--- src/hw/rtl/svs_pkg.sv ---
// Shared types, constants and helpers for the two-bone vertex skinning block.
// Used by svs_front, svs_back and two_bone_vertex_skinning.
package svs_pkg;

  localparam int NUM_BONES     = 64;
  localparam int ROWS_PER_BONE = 4;
  localparam int COLS_PER_ROW  = 3;
  localparam int BONE_AW       = (NUM_BONES > 1) ? $clog2(NUM_BONES) : 1;
  localparam int ROW_W         = 32 * COLS_PER_ROW;
  localparam int QUEUE_DEPTH   = 4;
  localparam int QUEUE_AW      = $clog2(QUEUE_DEPTH);

  localparam logic [16:0] ONE_Q16 = 17'h10000;
  localparam logic [16:0] ZERO_Q16 = 17'h00000;

  localparam logic OP_SKIN = 1'b0;
  localparam logic OP_ROW  = 1'b1;

  typedef struct packed {
    logic               opcode;
    logic [5:0]         first_bone;
    logic [5:0]         second_bone;
    logic signed [31:0] val_a;
    logic signed [31:0] val_b;
    logic signed [31:0] val_c;
    logic [16:0]        blend_weight;
    logic signed [31:0] normal_x;
    logic signed [31:0] normal_y;
    logic signed [31:0] normal_z;
    logic [63:0]        tex_coords;
    logic               last_vertex;
  } in_word_t;

  typedef struct packed {
    logic signed [31:0] out_pos_x;
    logic signed [31:0] out_pos_y;
    logic signed [31:0] out_pos_z;
    logic signed [31:0] out_norm_x;
    logic signed [31:0] out_norm_y;
    logic signed [31:0] out_norm_z;
    logic [63:0]        out_tex_coords;
    logic               last_out;
  } out_word_t;

  typedef struct packed {
    logic               is_write;
    logic [1:0]         row;
    logic [5:0]         bone_a;
    logic [5:0]         bone_b;
    logic               zero_a;
    logic               zero_b;
    logic [16:0]        weight;
    logic signed [31:0] pos_x;
    logic signed [31:0] pos_y;
    logic signed [31:0] pos_z;
    logic signed [31:0] nrm_x;
    logic signed [31:0] nrm_y;
    logic signed [31:0] nrm_z;
    logic [63:0]        tex;
    logic               last;
  } cmd_t;

  function automatic logic signed [31:0] sat32(input logic signed [50:0] v);
    logic signed [50:0] hi;
    logic signed [50:0] lo;
    hi = 51'sh7FFFFFFF;
    lo = -51'sh80000000;
    if (v > hi) begin
      return 32'sh7FFFFFFF;
    end else if (v < lo) begin
      return 32'sh80000000;
    end
    return v[31:0];
  endfunction

endpackage

--- src/hw/rtl/svs_front.sv ---
// Front end: accepts input words, classifies them and queues commands.
// Depends on svs_pkg.
module svs_front (
  input  logic            clk_i,
  input  logic            rst_ni,
  input  logic            in_valid_i,
  output logic            in_stall_o,
  input  svs_pkg::in_word_t in_word_i,
  output logic            cmd_valid_o,
  output svs_pkg::cmd_t   cmd_o,
  input  logic            cmd_pop_i
);
  import svs_pkg::*;

  cmd_t                cmd;
  cmd_t                q_mem [QUEUE_DEPTH];
  logic [QUEUE_AW-1:0] wr_ptr_q, wr_ptr_d, rd_ptr_q, rd_ptr_d;
  logic [QUEUE_AW:0]   count_q, count_d;
  logic                full, empty, push, bone_a_ok, bone_b_ok, row_ok;

  assign full  = (count_q == (QUEUE_AW+1)'(QUEUE_DEPTH));
  assign empty = (count_q == '0);
  assign in_stall_o  = full;
  assign cmd_valid_o = !empty;
  assign cmd_o       = q_mem[rd_ptr_q];

  assign bone_a_ok = 32'(in_word_i.first_bone) < NUM_BONES;
  assign bone_b_ok = 32'(in_word_i.second_bone) < NUM_BONES;
  assign row_ok    = 32'(in_word_i.second_bone) < ROWS_PER_BONE;

  always_comb begin
    cmd.is_write = (in_word_i.opcode == OP_ROW);
    cmd.row      = in_word_i.second_bone[1:0];
    cmd.bone_a   = in_word_i.first_bone;
    cmd.bone_b   = in_word_i.second_bone;
    cmd.zero_a   = !bone_a_ok;
    cmd.zero_b   = !bone_b_ok;
    if (in_word_i.first_bone == in_word_i.second_bone) begin
      cmd.weight = ZERO_Q16;
    end else if (in_word_i.blend_weight > ONE_Q16) begin
      cmd.weight = ONE_Q16;
    end else begin
      cmd.weight = in_word_i.blend_weight;
    end
    cmd.pos_x = in_word_i.val_a;
    cmd.pos_y = in_word_i.val_b;
    cmd.pos_z = in_word_i.val_c;
    cmd.nrm_x = in_word_i.normal_x;
    cmd.nrm_y = in_word_i.normal_y;
    cmd.nrm_z = in_word_i.normal_z;
    cmd.tex   = in_word_i.tex_coords;
    cmd.last  = in_word_i.last_vertex;
  end

  // drop row writes that fall outside the palette
  assign push = in_valid_i && !full &&
                ((in_word_i.opcode == OP_SKIN) || (bone_a_ok && row_ok));

  always_comb begin
    wr_ptr_d = wr_ptr_q;
    rd_ptr_d = rd_ptr_q;
    count_d  = count_q;
    if (push) begin
      wr_ptr_d = wr_ptr_q + 1'b1;
    end
    if (cmd_pop_i && !empty) begin
      rd_ptr_d = rd_ptr_q + 1'b1;
    end
    count_d = count_q + (QUEUE_AW+1)'(push) - (QUEUE_AW+1)'(cmd_pop_i && !empty);
  end

  always_ff @(posedge clk_i or negedge rst_ni) begin
    if (!rst_ni) begin
      wr_ptr_q <= '0;
      rd_ptr_q <= '0;
      count_q  <= '0;
    end else begin
      wr_ptr_q <= wr_ptr_d;
      rd_ptr_q <= rd_ptr_d;
      count_q  <= count_d;
    end
  end

  always_ff @(posedge clk_i) begin
    if (push) begin
      q_mem[wr_ptr_q] <= cmd;
    end
  end

  a_count_bound: assert property (@(posedge clk_i) disable iff (!rst_ni)
    count_q <= (QUEUE_AW+1)'(QUEUE_DEPTH))
    else $error("queue count overflow");
  a_no_pop_empty: assert property (@(posedge clk_i) disable iff (!rst_ni)
    empty |=> count_q <= 1)
    else $error("queue underflow");
  a_ptr_gap: assert property (@(posedge clk_i) disable iff (!rst_ni)
    (wr_ptr_q - rd_ptr_q) == count_q[QUEUE_AW-1:0])
    else $error("queue pointers disagree with count");

endmodule

--- config.mk ---
export PLATFORM = sky130hd
export DESIGN_NAME = svs_front
export DESIGN_NICKNAME = d
export VERILOG_FILES = /design/src/hw/rtl/svs_pkg.sv /design/src/hw/rtl/svs_front.sv
export SDC_FILE = /design/constraint.sdc
export NUM_CORES = 1
export LEC_CHECK = 0
export BUFFER_PORTS_ARGS = -buffer_cell sky130_fd_sc_hd__buf_2
export CORE_MARGIN = 8
export CORE_UTILIZATION = 31
export DETAILED_ROUTE_END_ITERATION = 6
export GPL_ROUTABILITY_DRIVEN = 0
export HOLD_SLACK_MARGIN = 0.03
export PLACE_DENSITY = 0.46
export SLEW_MARGIN = 20
export SYNTH_ARGS = -nofsm -noshare
export SYNTH_HDL_FRONTEND = slang
export SYNTH_SLANG_ARGS = --single-unit
--- constraint.sdc ---
create_clock -name clk_i -period 18.2 [get_ports clk_i]
set_clock_uncertainty 0.05 [all_clocks]
set_input_delay 1.82 -clock clk_i [delete_from_list [all_inputs] [get_ports clk_i]]
set_output_delay 1.82 -clock clk_i [all_outputs]
set_load 0.02 [all_outputs]
Yosys cells after proc, flatten, opt, wreduce, memory -nomap -nowiden --
Memories as Yosys holds them, arrays and structs flattened. Cells that the tools add are included.
Word-level totals: bits in writable memories 1156, logic and storage cells 24, flip-flop bits (word level) 7, input port bits 291, memories 1, output and inout bits 293
Cells by class: bitwise operators 1, reduce and logical (&&, ||, !) cells 7, muxes and demuxes 4, equality and inequality tests 2, order comparisons 2, $add $sub $neg 4
Memories:
- q_mem | depth 4, bits a word 289, read ports 1, clocked after Yosys merged registers in 0, write ports 1, line svs_front.sv:16 | cmd_t q_mem [QUEUE_DEPTH];
Operators by type and width (count):
- $mux W17 | 2
- $gt A17 B17 Y1 const B | 1
- $eq A6 B6 Y1 | 1
- $lt A6 B3 Y1 const B | 1
- $add A2 B1 Y2 const B | 2
- $add A3 B1 Y3 | 1
- $eq A3 B3 Y1 const B | 1
- $logic_and A1 B1 Y1 | 3
- $logic_not A3 Y1 | 1
- $sub A3 B1 Y3 | 1
- $logic_not A1 Y1 | 2
- $mux W1 | 2
- $logic_or A1 B1 Y1 | 1
- $not A1 Y1 | 1

Longest topological paths before layout --
Gate-level depths: netlist (run 1).
depth after elaboration 6, mapped depth 11, mapped depth without buffers 10

Worst setup path before layout (run 1) --
No wires, ideal clock.
kind input to register, start input in_word_i[276] (netlist name), end memory q_mem[0][0] (netlist name), enable pin, setup slack 8.480 ns, setup time 0.685 ns, data required time 17.465 ns, data arrival time 8.985 ns, buffers on the path 1, stages on the path 4, cells stage by stage o41ai_1 -> and3b_1 -> buf_2 -> and2_1
Between the ends: longest elaborated chain between the ends 5
RTL lines:
- start: declaration | line svs_front.sv:8 | input svs_pkg::in_word_t in_word_i,
- $lt A6 B3 Y1 | line svs_front.sv:29 | assign row_ok = 32'(in_word_i.second_bone) < ROWS_PER_BONE;
- $logic_or A1 B1 Y1 | line svs_front.sv:57 | ((in_word_i.opcode == OP_SKIN) || (bone_a_ok && row_ok));
- $logic_and A1 B1 Y1 | line svs_front.sv:56 | assign push = in_valid_i && !full &&
- $mux W1 | line svs_front.sv:85 | if (push) begin
- $mux W1 (implied by the code) | line svs_front.sv:86 | q_mem[wr_ptr_q] <= cmd;
- end: declaration | line svs_front.sv:16
Every way passes these cells.

==> results of run 1 <==
[routing by layer]
metal | track usage | share of wire | up-vias
met3 | 0.0551 | 0.085 | 153
met2 | 0.224 | 0.51 | 551
met1 | 0.155 | 0.39 | 10100
met4 | 0.0358 | 0.018 | 16
met5 | 0 | 0.0011 | -
li1 | - | - | 8289
[flip-flops by register name (all words and copies together), names as in the netlist]
signal    cells
q_mem      1148
count_q       3
rd_ptr_q      2
wr_ptr_q      2
[logic make-up after synthesis]
family	Yosys count
DFF	1155
muxes	288
buffers and inverters	95
AOI/OAI and AO/OA	20
and+or+nand+nor	14
xor gates and xnor gates	11
adders and majority gates	7
other	1
[synth_stat cells]
master,count
nor4_4,1
inv_1,23
buf_2,34
nor4_1,4
buf_6,27
dfrtp_1,7
and3b_1,1
edfxtp_1,1148
or3_1,1
a211oi_1,6
buf_4,5
clkbuf_1,6
mux4_2,287
and2_1,4
nor3b_2,1
a41oi_2,1
conb_1,1
nand2_1,1
a21oi_2,1
o31a_1,1
nor2_1,1
xnor2_1,4
a211oi_2,10
fa_1,1
ha_1,6
xor2_1,7
o41ai_1,1
mux2_4,1
[cells in the final DEF, fill, tap and decap left out, drive strengths merged, types with 2 or more instances in the layout]
cell type / instances
inv: 30
dfrtp: 7
edfxtp: 1148
xor2: 7
mux4: 287
and2: 4
buf: 605
bufinv: 6
ha: 6
clkinv: 61
xnor2: 4
a211oi: 16
conb: 2
nor4: 5
diode: 23
clkbuf: 161
[worst paths after layout]
| kind | start | to | slack (ps) |
|---|---|---|---|
| max in group asynchronous | rst_ni | rd_ptr_q[1] | 17060 |
| max | rd_ptr_q[1] | cmd_o[226] | 12190 |
| min | count_q[1] | count_q[2] | 540 |
| max reg2reg | count_q[2] | q_mem[3][130] | 14190 |
| min in group asynchronous | rst_ni | count_q[1] | 860 |
| min reg2reg | count_q[1] | count_q[2] | 540 |
[critical path, delay by kind of cell (launching register included)]
kind / cells / cell delay (ps)
muxes: 1 / 460
DFF: 1 / 1030
buffers and inverters: 3 / 1750
[power breakdown]
group / total, W / leakage (nW) / internal, W / switching (W)
logic: 0.00244 / 4.56 / 0.000937 / 0.00150
clock network: 0.00248 / 2.00 / 0.00144 / 0.00104
registers: 0.00336 / 10.5 / 0.00326 / 0.000107
total: 0.00829 / 17.1 / 0.00563 / 0.00265
[cell type report]
cell class                      count  area, um2  area share
Clock buffer                      161       3430      0.0669
Clock inverter                     75        669      0.0130
Antenna cell                       23       57.6     0.00112
Sequential cell                  1155      34700       0.675
Multi-Input combinational cell    342       7010       0.137
Inverter                           23       86.3     0.00168
Timing Repair Buffer              605       3200      0.0624
Tap cell                         1781       2230      0.0434
[metrics by stage]
step | worst slack [ps] | cells
final | 12190 | 4165
after global routing | 11930 | 4145
after CTS | 11980 | 4140
after detailed placement | 12240 | 3904
after global placement | 12260 | 3904
after floorplan | 8480 | 1592
==> out/metrics.cfg, run 1 <==
[run_status]
outcome=complete, no violations

[sta]
period_needed_ps=6010
max_slew_margin=0.219
worst_slew_pin_slew_ps=1170
setup_viol=0
finalCritPeriodShare=0.330
hold_violations=0
holdWs_ps=535
setup_tns_ps=0
rsz0062_at_grt=false
finalMaxSlewViolations=0
fmax_ghz=0.166

[logic_synthesis]
synthMuxAreaShare=0.153
synth_area_um2=42300
synth_top_family_by_area=multiplexers
synth.largest_area_cell=edfxtp_1
yosysTopAreaCellShare=0.816
synth_compound_area_frac=0.00503
ys_seq_elements=1155
synthSimpleGateAreaFrac=0.00252
synthAdderAreaFrac=0.00225
yosys-top-cells-area=edfxtp_1 (82%), mux4_2 (15%), buf_6 (0.72%)
synthXorXnorAreaFrac=0.00228
syn-instance-count=1591
avgSynthCellArea_um2=26.6
synth.distinct_cells=28
yosysWarnings=0
synth_seq_area_share=0.820

[worst_hold_path]
worstHoldPathCells=1
hold_path.class=reg2reg

[global_routing]
grt_max_degree=140
grt_pass1_wl_um=144000
globalRouteOverflowTotal=0
grt_pass1_vias=20900
antenna_found_initial=42
grt_usage=0.132

[drt]
dr.pass1.iters=4
drt_iter0_markers=1096
drcViolationCount=0
wirelength_um=100000
wl_per_cell_um=24.0
viasPerCell=4.59
vias=19100
ant_nets=0

[die]
dieArea_um2=148000
rows=135
io_pins=584
core_region_area_um2=135000
fp.dieW_um=385
die-height_um=385
initial_core_util=0.312

[placement]
dpl.hpwl_um=61500
place_area_um2=47100
port_buffers=581

[cells_and_area]
finish.instance_area_um2=51300
n_fill_cell=12300
post-route-util=0.379
drive_above_1_share=0.463
layout-area-overhead-vs-synth_pct=21.5
nets=2557

[run]
drv_cap=0

[clock_network]
cts_resized=0
holdBufCountCts=0
clockBufferDepth=3
cts_max_level=4
cts_tree=built
post_cts_buffers=0
numCtsBuffers=132
cts.root.buffer_cell=clkbuf_16
cts_sinks=1155
clk_latency_ps=730
clkTransAtPathRegs_ps=60

[power_and_ir_drop]
p_leak_nw=17.1
peakVddDrop_mv=0.110
powerDensity_nw_per_um2=161
finalPower_w=0.00829

[critical_path]
end_kind=primary output
crit_path_frequent_cell=buf_4
max_stage_delay_ps=1030
cp_cell_sequence=buf_4 -> buf_4 -> mux4_2 -> buf_2
reg2reg_depth=5
crit_path_top_delay_cell=dfrtp_4
worstPathArrival_ps=4140
critPathMaxFanout=56
path_class=reg2out
critPathRequiredTime_ps=16330
start_kind=flop

No activity file was read; power rests on OpenSTA's default activity.
==> run 2: changes to the inputs <==
--- a/config.mk
+++ b/config.mk
@@ -5,13 +5,14 @@
 export SDC_FILE = /design/constraint.sdc
 export NUM_CORES = 1
 export LEC_CHECK = 0
+export ABC_AREA = 1
 export BUFFER_PORTS_ARGS = -buffer_cell sky130_fd_sc_hd__buf_2
 export CORE_MARGIN = 8
 export CORE_UTILIZATION = 31
 export DETAILED_ROUTE_END_ITERATION = 6
 export GPL_ROUTABILITY_DRIVEN = 0
 export HOLD_SLACK_MARGIN = 0.03
-export PLACE_DENSITY = 0.46
+export PLACE_DENSITY = 0.48
 export SLEW_MARGIN = 20
 export SYNTH_ARGS = -nofsm -noshare
 export SYNTH_HDL_FRONTEND = slang
==> constraint.sdc (replaced) <==
create_clock -name clk_i -period 5.42 [get_ports clk_i]
set_clock_uncertainty 0.05 [all_clocks]
set_input_delay 0.542 -clock clk_i [delete_from_list [all_inputs] [get_ports clk_i]]
set_output_delay 0.542 -clock clk_i [all_outputs]
set_load 0.02 [all_outputs]
==> run 2 against run 1 <==
Worst hold slack lost 430 ps. Worst setup slack lost 11000 ps. Combinational power grew to 4.3 times the previous value. Sequential power grew to 3.3 times the previous value. Highest routed layer unchanged.
==> out/metrics.cfg, run 2 <==
[cells_and_area]
finish.instance_area_um2=54500  ; +6.1%
regMostFlops=q_mem
n_fill_cell=13100  ; +6.2%
drive_above_1_share=0.210  ; -0.253
largest_registers=q_mem (1148), count_q (3)
layout-area-overhead-vs-synth_pct=25.9
layout_common_cells=edfxtp_1 (1148), nor2_1 (610), buf_2 (581)
layout_commonest_cell=edfxtp_1
nets=4045  ; +58%
fin_cells=5736  ; +38%
register_area_um2=34700  ; unchanged
multiInputGateArea_um2=7370  ; +5.1%
largest_register_ff_count=1148  ; unchanged

[drt]
wl_per_cell_um=20.3  ; -16%
drt_iter0_markers=1481  ; +35%
dr.pass1.iters=5  ; +1
wirelength_um=116000  ; +16%
viasPerCell=4.71  ; +2.6%
drcViolationCount=0  ; unchanged
vias=27000  ; +41%
ant_nets=0  ; unchanged

[logic_synthesis]
ys_seq_elements=1155  ; unchanged
async_flop_share=0.00606  ; unchanged
avgSynthCellArea_um2=14.8  ; -44%
synth.largest_area_cell=edfxtp_1
synth_flop_cell=edfxtp_1
synth_seq_area_share=0.801  ; -0.0187
yosys-top-cells-area=edfxtp_1 (80%), o21ai_0 (5.8%), nor2_1 (5.3%)
yosysWarnings=0  ; unchanged
ys_top_cells_by_count=edfxtp_1 (1148), nor2_1 (616), o21ai_0 (498), o22ai_1 (287), o21ai_1 (77)
synth.distinct_cells=22  ; -21%
yosysTopAreaCellShare=0.797  ; -0.0186
yosysMostFrequentCell=edfxtp_1
synth_area_um2=43200  ; +2.3%
synth_edf_count=1148  ; unchanged
syn-instance-count=2913  ; +83%

[clock_network]
clk_latency_ps=720  ; about the same
post_cts_buffers=0  ; unchanged
numCtsBuffers=120  ; -9.1%
holdBufCountCts=268  ; +268
clockBufferDepth=3  ; unchanged
cts_tree=built
cts_sinks=1155  ; unchanged
cts_resized=0  ; unchanged
cts_max_level=3  ; -1
clkTransAtPathRegs_ps=60  ; about the same
cts.root.buffer_cell=clkbuf_16

[placement]
dpl.hpwl_um=68900  ; +12%
port_buffers=581  ; unchanged
dp.cells=5233  ; +34%
place_area_um2=48100  ; +2.1%

[power_and_ir_drop]
p_leak_nw=18.5  ; +8.5%
powerDensity_nw_per_um2=539  ; +230%
peakVddDrop_mv=0.453  ; +310%
finalPower_w=0.0293  ; +250%

[critical_path]
path_class=reg2out
reg2reg_slack_ps=2760  ; -11430 ps
start_kind=flop
r2r-end=q_mem[1][199]
worstPathArrival_ps=3460  ; -680 ps
end_kind=primary output
reg2reg_depth=6  ; +1
critPathRequiredTime_ps=4830  ; -11500 ps
timing.rr.start=count_q[1]
crit_start=rd_ptr_q[0]
critPathMaxFanout=216  ; +290%

[sta]
fmax_ghz=0.247
setup_viol=0  ; unchanged
finalMaxSlewViolations=0  ; unchanged
holdWs_ps=106  ; -429 ps
max_slew_margin=0.241  ; +0.0226
worst_slew_pin_slew_ps=1140  ; -33.9 ps
hold_violations=0  ; unchanged
period_needed_ps=4050
rsz0062_at_grt=false
setup_tns_ps=0  ; unchanged
finalCritPeriodShare=0.748

[die]
fp.dieW_um=390  ; +1.1%
initial_core_util=0.311  ; -0.000883
io_pins=584  ; unchanged
core_region_area_um2=139000  ; +2.6%
die-height_um=390  ; +1.1%
rows=137  ; +1.5%
dieArea_um2=152000  ; +2.2%

[worst_hold_path]
hold_path_end=q_mem[1][277]
hold_start=in_word_i[277]
hold_path.class=in2reg
worstHoldPathCells=1  ; unchanged

[global_routing]
grt_max_degree=217  ; +55%
grt_pass1_wl_um=173000  ; +20%
grt_pass1_vias=26400  ; +26%
grt_usage=0.146  ; +0.0139
globalRouteOverflowTotal=0  ; unchanged
antenna_found_initial=16  ; -62%

[run_status]
outcome=complete, no violations

[run]
drv_cap=0  ; unchanged

-- run 2: cell types whose count changed after synthesis, sizes merged, moves of 5 or more --
cell,change
mux4,-287
o21ai,+575
a211oi,-16
nor2,+616
nor4,-5
o22ai,+287
clkbuf,+67
buf,+57
nand2,+43
-- run 2: cell families after synthesis --
logic type      Yosys count  share of synthesized area
flops                  1155                      0.801
compound gates          862                      0.108
simple gates            665                     0.0579
buf+inv                 219                     0.0297
fa+ha+maj                 7                    0.00220
xor+xnor                  4                   0.000810
other cells               1                  0.0000867
-- run 2: metrics by stage --
stage           util  worst slack [ps]
4_1_cts        0.391              1230
6_report       0.392              1370
3_5_place_dp   0.346              2070
2_1_floorplan      -              -342
3_3_place_gp   0.346              2090
5_1_grt        0.392              1040
-- run 2: per-layer routing --
metal,share of wire,global-route usage,up-vias
met3,0.081,0.0441,144
met1,0.45,0.202,13400
met5,0.00034,0,-
met2,0.45,0.225,752
li1,-,-,12700
met4,0.019,0.0394,6
-- run 2: cell type report --
cell class                 count  area share
clock buffer                 151      0.0573
tap                         1876      0.0431
antenna                       20    0.000919
inverter                      23     0.00221
timing repair buffer         907       0.115
multi-input combinational   1540       0.135
sequential                  1155       0.636
clock inverter                64     0.00944
-- run 2: where the power goes --
group / internal (W) / switching, W
Combinational: 0.00294 / 0.00763
Sequential: 0.0109 / 0.000304
Clock: 0.00421 / 0.00338
Total: 0.0180 / 0.0113
-- run 2: worst max-delay path, cell delays in order (launching register included) --
cell,delay [ps]
dfrtp_4,930
clkinv_16,540
buf_12,450
o21ai_0,210
o22ai_1,120
buf_2,180
-- run 2: how the worst max path moves through the flow --
stage                  endpoint  slack (ps)
CTS                  cmd_o[236]        1230
global route          cmd_o[19]        1040
finish               cmd_o[130]        1370
detailed placement   cmd_o[236]        2070
floorplan           q_mem[0][0]        -340
global placement      cmd_o[19]        2090
==> run 3: changes to the inputs <==
==> constraint.sdc (replaced) <==
create_clock -name clk_i -period 3.3 [get_ports clk_i]
set_clock_uncertainty 0.05 [all_clocks]
set_input_delay 0.33 -clock clk_i [delete_from_list [all_inputs] [get_ports clk_i]]
set_output_delay 0.33 -clock clk_i [all_outputs]
set_load 0.02 [all_outputs]
==> run 3 against run 2 <==
Final area increased by 1.7%. Routed wire length rose by 2.9%. Critical path depth did not move. Count of clock-buffer cells in the layout up 1. Sequential power up 63%. Combinational power up 74%. First-iteration DRC count grew 8.4%. Clock power up 70%. Largest power group is now combinational cells.
==> out/metrics.cfg, run 3 (synthesized netlist as in run 2, its figures left out) <==
[run_status]
outcome=complete, no violations

[die]
io_pins=584  ; unchanged
die-height_um=390  ; unchanged
fp.dieW_um=390  ; unchanged
core_region_area_um2=139000  ; unchanged
rows=137  ; unchanged
dieArea_um2=152000  ; unchanged
initial_core_util=0.311  ; unchanged

[critical_path]
r2r-end=q_mem[1][40]
endpoint=cmd_o[289]
reg2reg_depth=8  ; +2
timing.rr.start=count_q[2]
reg2reg_slack_ps=1000  ; -1760 ps
critPathRequiredTime_ps=2920  ; -1910 ps
end_kind=primary output
worstPathArrival_ps=2700  ; -760 ps
critPathMaxFanout=59  ; -73%
crit_start=rd_ptr_q[1]
path_class=reg2out
start_kind=flop

[drt]
met2_length_um=55000  ; +5.6%
drt_iter0_markers=1606  ; +8.4%
viasPerCell=4.72  ; +0.27%
wirelength_met1_um=54000  ; +3.0%
vias=27300  ; +1.3%
wirelength_um=120000  ; +2.9%
dr.pass1.iters=5  ; unchanged
drcViolationCount=0  ; unchanged
highest_layer=met5
wl_met3_um=8270  ; -13%
wl_per_cell_um=20.6  ; +1.9%
ant_nets=0  ; unchanged

[run]
drv_cap=0  ; unchanged

[sta]
finalCritPeriodShare=0.935
max_slew_margin=0.507  ; +0.266
hold_violations=0  ; unchanged
period_needed_ps=3080
setup_viol=0  ; unchanged
finalMaxSlewViolations=0  ; unchanged
setup_tns_ps=0  ; unchanged
rsz0062_at_grt=false
fmax_ghz=0.324
worst_slew_pin_slew_ps=739  ; -400 ps

[global_routing]
grt_max_degree=120  ; -45%
globalRouteOverflowTotal=0  ; unchanged
grt_usage=0.151  ; +0.00471
grt_pass1_vias=27300  ; +3.2%
grt_pass1_wl_um=178000  ; +2.9%
antenna_found_initial=8  ; -8

[cells_and_area]
layout_common_cells=edfxtp_1 (1148), nor2_1 (610), buf_2 (581)
regMostFlops=q_mem
fin_cells=5795  ; +1.0%
layout-area-overhead-vs-synth_pct=28.0
post-route-util=0.398  ; +0.00658
nets=4106  ; +1.5%
largest_registers=q_mem (1148), count_q (3)
layout_commonest_cell=edfxtp_1
n_fill_cell=13000  ; -1.0%
drive_above_1_share=0.218  ; +0.00883
largest_register_ff_count=1148  ; unchanged
finish.instance_area_um2=55400  ; +1.7%

[clock_network]
cts_sinks=1155  ; unchanged
cts.root.buffer_cell=clkbuf_16
numCtsBuffers=121  ; +0.83%
clockBufferDepth=3  ; unchanged
clkTransAtPathRegs_ps=60  ; about the same
cts_tree=built
cts_max_level=3  ; unchanged
clk_latency_ps=730  ; about the same

[power_and_ir_drop]
peakVddDrop_mv=0.637  ; +41%
powerDensity_nw_per_um2=894  ; +66%
p_leak_nw=19.0  ; +2.5%

[placement]
place_area_um2=48600  ; +1.0%
port_buffers=581  ; unchanged
dp.cells=5265  ; +0.61%
dpl.hpwl_um=71600  ; +4.0%

[worst_hold_path]
hold_path.class=in2reg

## run 3: per-layer routing
layer | GRT usage | vias up
li1 | - | 12800
met1 | 0.208 | 13600
met2 | 0.241 | 810
met3 | 0.0396 | 155
met4 | 0.0337 | 6
met5 | 0 | -
## run 3: how the worst min path moves through the flow
stage	depth (start not counted)	end	slack, ps	startpoint
after floorplan	0	count_q[0]	-20	rst_ni
after global placement	1	rd_ptr_q[0]	140	rst_ni
after detailed placement	1	rd_ptr_q[0]	140	rst_ni
after CTS	2	q_mem[2][25]	200	in_word_i[25]
after global routing	2	q_mem[3][24]	230	in_word_i[24]
final	2	q_mem[3][88]	290	in_word_i[88]
## run 3: critical path, stage by stage (launching register included)
cell and delay [ps]:
dfrtp_4 560, inv_12 260, buf_12 310, o21ai_0 140, o22ai_1 370, buf_2 250
## run 3: area by class of cell
class	count	area, um2	share of cell area
repair buffers	966	7050	0.127
clock buffers	152	3170	0.0572
repair inverters	1	16.3	0.000294
clock inverters	72	622	0.0112
inverters	23	125	0.00226
multi-input cells	1540	7370	0.133
flip-flops and latches	1155	34700	0.626
well taps	1876	2350	0.0424
diodes	10	25.0	0.000452
## run 3: power breakdown
part	internal, W	switching (W)
clock	0.00733	0.00560
sequential	0.0178	0.000330
combinational	0.00536	0.0131
total	0.0305	0.0190
## run 3: repair_timing
action	in CTS	in global routing
hold buffers	291	0
gates cloned	1	0
gates resized for setup	1	0
buffers inserted	1	3
endpoints found under the setup margin	20	16
hold endpoints to repair	1159	0
## run 3: metrics by stage
step | setup slack (ps) | total power [W] | hold WS (ps)
floorplan | -2370 | 0.0298 | -15.6
global placement | 576 | 0.0368 | 138
detailed placement | 578 | 0.0368 | 143
CTS | 2.16 | 0.0503 | 197
global route | 48.8 | 0.0522 | 232
finish | 216 | 0.0495 | 295
